<file path="config.mk">
export PLATFORM = sky130hd
export DESIGN_NAME = pic_midrange_instruction_execute_unit
export DESIGN_NICKNAME = d
export VERILOG_FILES = /design/src/rtl/pic_pkg.sv /design/src/rtl/pic_file_ram.sv /design/src/rtl/pic_core.sv /design/src/rtl/pic_midrange_instruction_execute_unit.sv
export SDC_FILE = /design/constraint.sdc
export NUM_CORES = 2
export LEC_CHECK = 0
export BUFFER_PORTS_ARGS = -buffer_cell sky130_fd_sc_hd__buf_2
export CAP_MARGIN = 20
export CORE_UTILIZATION = 50
export DETAILED_ROUTE_END_ITERATION = 16
export HOLD_SLACK_MARGIN = 0.08
export PLACE_DENSITY = 0.76
export SKIP_CTS_REPAIR_TIMING = 1
export SYNTH_ARGS = -nofsm -noshare
export SYNTH_HDL_FRONTEND = slang
export SYNTH_SLANG_ARGS = --single-unit
</file>
<file path="constraint.sdc">
create_clock -name clk -period 22.6 [get_ports clk]
set_clock_uncertainty 0.15 [all_clocks]
set_input_delay 2.26 -clock clk [delete_from_list [all_inputs] [get_ports clk]]
set_output_delay 2.26 -clock clk [all_outputs]
set_load 0.005 [all_outputs]
</file>
<file path="src/rtl/pic_pkg.sv">
// Shared types and constants for the mid-range instruction execute unit.
`timescale 1ns / 1ps
package pic_pkg;
  localparam int StackDepthDef = 8;
  localparam int RamWordsDef   = 128;
  localparam int PcBitsDef     = 13;
  localparam int InstrBits     = 14;
  localparam int FileAddrBits  = 7;

  // Status bits that travel with each result word.
  typedef struct packed {
    logic       zero;
    logic       dcarry;
    logic       carry;
    logic [1:0] cycles;
    logic       not_done;
    logic       bad;
  } pic_status_t;
endpackage

</file>
<file path="src/rtl/pic_file_ram.sv">
// File RAM: one synchronous write port, one registered read port.
`timescale 1ns / 1ps
module pic_file_ram #(
  parameter int RAM_WORDS = pic_pkg::RamWordsDef
) (
  input  logic                            clk,
  input  logic [pic_pkg::FileAddrBits-1:0] rd_addr,
  output logic [7:0]                       rd_data,
  input  logic                            wr_en,
  input  logic [pic_pkg::FileAddrBits-1:0] wr_addr,
  input  logic [7:0]                       wr_data
);
  import pic_pkg::*;
  localparam int AW = (RAM_WORDS > 1) ? $clog2(RAM_WORDS) : 1;

  logic [7:0] mem [RAM_WORDS];

  // Write only in range; read registered.
  always_ff @(posedge clk) begin
    if (wr_en && ({1'b0, wr_addr} < (FileAddrBits+1)'(RAM_WORDS))) begin
      mem[wr_addr[AW-1:0]] <= wr_data;
    end
    rd_data <= mem[rd_addr[AW-1:0]];
  end
endmodule

</file>
<file path="src/rtl/pic_core.sv">
// Decode and execute: read, modify, write-back sequencer.
`timescale 1ns / 1ps
module pic_core #(
  parameter int STACK_DEPTH = pic_pkg::StackDepthDef,
  parameter int RAM_WORDS   = pic_pkg::RamWordsDef,
  parameter int PC_BITS     = pic_pkg::PcBitsDef
) (
  input  logic                          clk,
  input  logic                          rst,
  input  logic                          in_valid,
  input  logic [pic_pkg::InstrBits-1:0] in_word,
  output logic                          in_stall,
  output logic                          res_valid,
  input  logic                          res_stall,
  output logic [PC_BITS-1:0]            res_pc,
  output logic [7:0]                    res_w,
  output pic_pkg::pic_status_t          res_status
);
  import pic_pkg::*;
  localparam int SW = (STACK_DEPTH > 1) ? $clog2(STACK_DEPTH) : 1;

  // Execute phase holds the fetched word while RAM data arrives.
  logic                  ex_busy;
  logic [InstrBits-1:0]  ex_word;
  logic [7:0]            w_reg;
  logic                  c_reg, dc_reg, z_reg;
  logic [PC_BITS-1:0]    pc;
  logic [SW-1:0]         sp;
  logic [PC_BITS-1:0]    stack_mem [STACK_DEPTH];

  logic [6:0] rd_addr;
  logic [7:0] rd_data;
  logic       wr_en;
  logic [7:0] wr_data;
  logic       out_free;
  logic       take;
  logic       retire;

  assign out_free = !res_valid || !res_stall;
  assign in_stall = ex_busy;
  assign take     = in_valid && !ex_busy;
  assign retire   = ex_busy && out_free;

  // Keep re-reading the held word's operand while it waits on the output.
  assign rd_addr  = ex_busy ? ex_word[6:0] : in_word[6:0];

  pic_file_ram #(.RAM_WORDS(RAM_WORDS)) u_ram (
    .clk(clk), .rd_addr(rd_addr), .rd_data(rd_data),
    .wr_en(wr_en), .wr_addr(ex_word[6:0]), .wr_data(wr_data)
  );

  // Combinational execute of the held word.
  logic [6:0]         f;
  logic               dbit;
  logic [7:0]         k8, fv, r, bmask;
  logic [8:0]         sum;
  logic [PC_BITS-1:0] pc1, pc2, pc_n, stk_top;
  logic [SW-1:0]      sp_dn, sp_n;
  logic               push;
  logic [7:0]         w_n;
  logic               c_n, dc_n, z_n, nd, bad;
  logic [1:0]         cyc;
  logic               in_range;

  always_comb begin
    f        = ex_word[6:0];
    dbit     = ex_word[7];
    k8       = ex_word[7:0];
    in_range = ({1'b0, f} < 8'(RAM_WORDS));
    fv       = in_range ? rd_data : 8'h00;
    bmask    = 8'h01 << ex_word[9:7];
    pc1      = pc + 1'b1;
    pc2      = pc + PC_BITS'(2);
    sp_dn    = (sp == '0) ? SW'(STACK_DEPTH - 1) : sp - 1'b1;
    stk_top  = stack_mem[sp_dn];
    pc_n = pc1; sp_n = sp; push = 1'b0;
    w_n = w_reg; c_n = c_reg; dc_n = dc_reg; z_n = z_reg;
    nd = 1'b0; bad = 1'b0; cyc = 2'd1;
    wr_en = 1'b0; r = 8'h00; wr_data = 8'h00; sum = 9'h000;
    unique case (ex_word[13:12])
      2'b00: begin
        unique case (ex_word[11:8])
          4'h0: begin
            if (dbit) begin
              wr_en = 1'b1; wr_data = w_reg;
            end else if (f == 7'h00 || f == 7'h20 || f == 7'h40 || f == 7'h60) begin
              nd = 1'b0;
            end else if (f == 7'h08) begin
              sp_n = sp_dn; pc_n = stk_top; cyc = 2'd2;
            end else if (f == 7'h09 || f == 7'h64 || f == 7'h63) begin
              nd = 1'b1;
            end else begin
              bad = 1'b1;
            end
          end
          4'h1: begin
            z_n = 1'b1;
            if (dbit) begin
              wr_en = 1'b1;
            end else begin
              w_n = 8'h00;
            end
          end
          4'h2, 4'h7: begin
            sum = (ex_word[11:8] == 4'h7) ? ({1'b0, fv} + {1'b0, w_reg})
                                          : ({1'b0, fv} - {1'b0, w_reg});
            r    = sum[7:0];
            z_n  = (r == 8'h00);
            if (ex_word[11:8] == 4'h7) begin
              c_n  = sum[8];
              dc_n = ({1'b0, fv[3:0]} + {1'b0, w_reg[3:0]}) > 5'h0F;
            end else begin
              c_n  = fv >= w_reg;
              dc_n = fv[3:0] >= w_reg[3:0];
            end
          end
          4'h3: begin r = fv - 1'b1; z_n = (r == 8'h00); end
          4'h4: begin r = fv | w_reg; z_n = (r == 8'h00); end
          4'h5: begin r = fv & w_reg; z_n = (r == 8'h00); end
          4'h6: begin r = fv ^ w_reg; z_n = (r == 8'h00); end
          4'h8: begin r = fv; z_n = (r == 8'h00); end
          4'h9: begin r = ~fv; z_n = (r == 8'h00); end
          4'hA: begin r = fv + 1'b1; z_n = (r == 8'h00); end
          4'hB, 4'hF: begin
            r = (ex_word[11:8] == 4'hB) ? fv - 1'b1 : fv + 1'b1;
            if (r == 8'h00) begin
              pc_n = pc2; cyc = 2'd2;
            end
          end
          4'hC: begin r = {c_reg, fv[7:1]}; c_n = fv[0]; end
          4'hD: begin r = {fv[6:0], c_reg}; c_n = fv[7]; end
          4'hE: r = {fv[3:0], fv[7:4]};
          default: r = fv;
        endcase
        // Byte ops other than the control group and clear store to W or file.
        if (ex_word[11:9] != 3'b000) begin
          if (dbit) begin
            wr_en = 1'b1; wr_data = r;
          end else begin
            w_n = r;
          end
        end
      end
      2'b01: begin
        unique case (ex_word[11:10])
          2'b00: begin wr_en = 1'b1; wr_data = fv & ~bmask; end
          2'b01: begin wr_en = 1'b1; wr_data = fv | bmask; end
          2'b10: if ((fv & bmask) == 8'h00) begin pc_n = pc2; cyc = 2'd2; end
          default: if ((fv & bmask) != 8'h00) begin pc_n = pc2; cyc = 2'd2; end
        endcase
      end
      2'b10: begin
        push = !ex_word[11];
        if (push) sp_n = (sp == SW'(STACK_DEPTH - 1)) ? '0 : sp + 1'b1;
        pc_n = PC_BITS'(ex_word[10:0]);
        cyc  = 2'd2;
      end
      default: begin
        priority if (ex_word[11:10] == 2'b00) begin
          w_n = k8;
        end else if (ex_word[11:10] == 2'b01) begin
          w_n = k8; sp_n = sp_dn; pc_n = stk_top; cyc = 2'd2;
        end else if (ex_word[11:8] == 4'h8) begin
          w_n = k8 | w_reg; z_n = (w_n == 8'h00);
        end else if (ex_word[11:8] == 4'h9) begin
          w_n = k8 & w_reg; z_n = (w_n == 8'h00);
        end else if (ex_word[11:8] == 4'hA) begin
          w_n = k8 ^ w_reg; z_n = (w_n == 8'h00);
        end else if (ex_word[11:8] == 4'hB) begin
          bad = 1'b1;
        end else if (ex_word[11:9] == 3'b110) begin
          w_n  = k8 - w_reg; z_n = (w_n == 8'h00);
          c_n  = k8 >= w_reg; dc_n = k8[3:0] >= w_reg[3:0];
        end else begin
          sum  = {1'b0, k8} + {1'b0, w_reg};
          w_n  = sum[7:0]; z_n = (w_n == 8'h00); c_n = sum[8];
          dc_n = ({1'b0, k8[3:0]} + {1'b0, w_reg[3:0]}) > 5'h0F;
        end
      end
    endcase
    if (!retire) wr_en = 1'b0;
  end

  // Sequencer and architectural state.
  always_ff @(posedge clk) begin
    if (rst) begin
      ex_busy <= 1'b0; res_valid <= 1'b0;
      w_reg <= '0; c_reg <= 1'b0; dc_reg <= 1'b0; z_reg <= 1'b0;
      pc <= '0; sp <= '0;
    end else begin
      // Result stays up while stalled, or loads when the held word retires.
      res_valid <= retire || (res_valid && res_stall);
      if (take) begin
        ex_busy <= 1'b1;
        ex_word <= in_word;
      end else if (retire) begin
        ex_busy <= 1'b0;
        w_reg <= w_n; c_reg <= c_n; dc_reg <= dc_n; z_reg <= z_n;
        pc <= pc_n; sp <= sp_n;
        res_pc <= pc_n; res_w <= w_n;
        res_status <= '{zero: z_n, dcarry: dc_n, carry: c_n, cycles: cyc,
                        not_done: nd, bad: bad};
      end
    end
  end

  // Return stack written at the push slot.
  always_ff @(posedge clk) begin
    if (retire && push) stack_mem[sp] <= pc1;
  end
endmodule

</file>
<file path="src/rtl/pic_midrange_instruction_execute_unit.sv">
// Top level of the mid-range 14-bit instruction execute unit.
// An accepted word is held in the execute register while file RAM is read; its result
// is written back and loads the output register, and only then is the next word taken.
// The output register lets the next word enter while a result waits.
// Reset (rst, synchronous): clears W, flags, PC, stack pointer and handshakes.
// File RAM and return stack hold undefined data until written.
`timescale 1ns / 1ps
module pic_midrange_instruction_execute_unit #(
  parameter int STACK_DEPTH = pic_pkg::StackDepthDef,
  parameter int RAM_WORDS   = pic_pkg::RamWordsDef,
  parameter int PC_BITS     = pic_pkg::PcBitsDef
) (
  input  logic        clk,
  input  logic        rst,
  input  logic        in_valid,
  output logic        in_stall,
  input  logic [13:0] instr_word,
  output logic        out_valid,
  input  logic        out_stall,
  output logic [12:0] next_pc,
  output logic [7:0]  w_value,
  output logic        zero_flag,
  output logic        digit_carry,
  output logic        carry_flag,
  output logic [1:0]  cycles_taken,
  output logic        not_done,
  output logic        bad_opcode
);
  import pic_pkg::*;
  logic [PC_BITS-1:0] pc_out;
  pic_status_t        st;

  pic_core #(.STACK_DEPTH(STACK_DEPTH), .RAM_WORDS(RAM_WORDS), .PC_BITS(PC_BITS)) u_core (
    .clk(clk), .rst(rst), .in_valid(in_valid), .in_word(instr_word),
    .in_stall(in_stall), .res_valid(out_valid), .res_stall(out_stall),
    .res_pc(pc_out), .res_w(w_value), .res_status(st)
  );

  assign next_pc      = 13'(pc_out);
  assign zero_flag    = st.zero;
  assign digit_carry  = st.dcarry;
  assign carry_flag   = st.carry;
  assign cycles_taken = st.cycles;
  assign not_done     = st.not_done;
  assign bad_opcode   = st.bad;
endmodule

</file>
==> flow_summary.toml <==
[clock_tree]
root_buffer = "clkbuf_16"
insertion_delay_ns = 0.72
clockBufferDepth = 3
clk_pin_slew_worst_paths_ns = 0.07
cts_buffers = 114
cts_max_level = 3
cts_tree = "done"
clkSinkCount = 1207

[sta]
grt_setup_unrepaired = "no"
period_share_pct = 33.7
hold_viol_final = 0
finalSetupViolations = 0
fmax_mhz = 131
layout_min_cycle_time_ns = 7.62
max_slew.worst_pin.slew_ns = 1.09
fin_tns_setup_ns = 0
slew_headroom_pct = 26.7
final_max_slew_viol_count = 0

[logic_synthesis]
ys_async_sr_fraction_pct = 0
syn_nets = 3179
yosys_warnings = 0
synth.yosys.seq_area_share_pct = 68.4
synth_ff_type = "edfxtp_1"
netlist_instances = 3094
synth_area_sq_um = 52500
yosysTopAreaCell = "edfxtp_1"
synth_cell_types = 96
ys_seq_elements = 1207
synth_edf_count = 1170
synth_area_per_cell_sq_um = 17.0
synth_top_area_share_pct = 67.0
synth_area_leaders = "edfxtp_1 67%, mux4_2 13%, nor2_1 1.8%"

[worst_setup_path]
cpMaxStageDelayCell = "buf_4"
critical-path-top-delay-family = "buffers and inverters"
end_kind = "flip-flop"
critPathKind = "input port to flip-flop"
crit_top_cell = "buf_4"
arrival_ns = 8.03
cpPeakStageDelay_ns = 0.90
crit_path_max_fanout = 74
crit_buf_inv = 5
required_ns = 23.01
cp-start-kind = "input port"
crit_chain = "buf_2, mux2i_4, buf_4, buf_4, buf_4, buf_12, mux4_2, a22oi_1, a21oi_1, o41ai_1, o21ai_1"

[floorplanning]
die_area_sq_um = 106000
io-pin-count = 48
core_area_sq_um = 104000
die_y_microns = 326
rows = 118
start_util_pct = 50.5
fp.dieW_microns = 326

[cells_and_area]
syn2layout_area_growth_pct = 10.5
final_nets = 3215
drive_gt1_share_pct = 20.0
mostFrequentLayoutCells = "1,170 x edfxtp_1, 294 x mux4_2, 250 x nor2_1, 116 x clkbuf_16, 113 x nand2_1"
final_util_pct = 55.9
largest_register_ffs = 1024
layout_commonest_cell = "edfxtp_1"

[placed_design]
io_buffers = 47
dpl.hpwl_mm = 79.7
routabilityCongestion = 0.957

[drt]
drt_iter0_markers = 4197
remaining_drc_errors = 0
drt-pass1-iter-count = 6
routed_wl_mm = 135
vias = 30400
wl_per_cell_microns = 29.2
via_per_inst = 6.60
ant_nets = 0

[global_route]
grt_pass1_wl_mm = 198
grt_max_degree = 135
gr-total-overflow = 0
grt_pass1_vias = 29900
antenna_found_initial = 3
grt_util_all_layers_pct = 25.1

[status]
run_status = "complete, no violations"

[run]
maxCapViolCount = 0

[power]
peakVddDrop_uv = 71.9
finalPower_mw = 4.98
powerDensity_nw_per_um2 = 85.9
leakage_nw = 18.4

[hold_path]
holdCritPathClass = "flip-flop to flip-flop"
-- layout make-up --
type / count / area (sq um)
antenna: 1 / 2.50
tap: 1380 / 1730
multi-input combinational: 1615 / 15600
inverter: 67 / 251
clock buffer: 154 / 3120
timing repair buffer: 125 / 898
sequential: 1207 / 35900
clock inverter: 55 / 556
fill: 7657 / 45800
-- logic make-up after synthesis --
group	share of synthesized area [%]
adders and majority gates	1.64
xor gates and xnor gates	1.00
muxes	13.6
DFF	68.4
buffers and inverters	2.33
and+or+nand+nor	5.53
AOI/OAI and AO/OA	7.46
-- synth_stat cells, types with 39 or more instances --
cell type  count
nand2_1      113
a22oi_1       62
a22o_1        42
mux4_2       294
nor2_1       252
ha_1          64
mux2i_1       39
a221oi_1      47
inv_1         58
a21oi_1      107
clkbuf_1     120
edfxtp_1    1170
xnor2_1       45
o21ai_0       61
-- worst reg2reg max path, delay by kind of cell, from the launching register on --
kind                   cells  cell delay, ns
multiplexers               2            1.24
flip-flops                 1            0.30
buffers and inverters      5            3.53
AO/OA/AOI/OAI              4            1.29
-- stage by stage --
| step | instances | setup slack (ns) | cell area (sq um) | hold WS (ns) |
|---|---|---|---|---|
| floorplan | 3094 | 14.61 | 52500 | 0.331 |
| global placement | 4391 | 14.04 | 54200 | 0.342 |
| detailed placement | 4391 | 14.04 | 54200 | 0.364 |
| CTS | 4600 | 14.74 | 57900 | 0.382 |
| global route | 4603 | 14.39 | 58000 | 0.402 |
| finish | 4604 | 14.98 | 58000 | 0.377 |
-- metal layers --
| layer | part of all wire (%) | up-vias | global-route usage [%] |
|---|---|---|---|
| met5 | 0.035 | - | 0 |
| met4 | 3.5 | 6 | 8.44 |
| met3 | 12 | 304 | 6.70 |
| met2 | 46 | 1972 | 38.5 |
| met1 | 39 | 15400 | 35.1 |
| li1 | - | 12700 | - |
-- power by group --
part           switching (mW)  internal, mW
combinational           0.385         0.211
sequential             0.0149          2.49
clock                   0.826          1.06
-- path summary, 6_finish.rpt --
path,startpoint,to,slack [ns],cells after the start
min,u_core.res_valid,u_core.res_valid,0.38,2
max reg2reg,u_core.in_stall,u_core.u_ram.rd_data[5],15.94,11
max,instr_word[0],u_core.u_ram.rd_data[5],14.98,11
min reg2reg,u_core.res_valid,u_core.res_valid,0.38,2
Note: power is estimated with default switching activity, not from simulation.
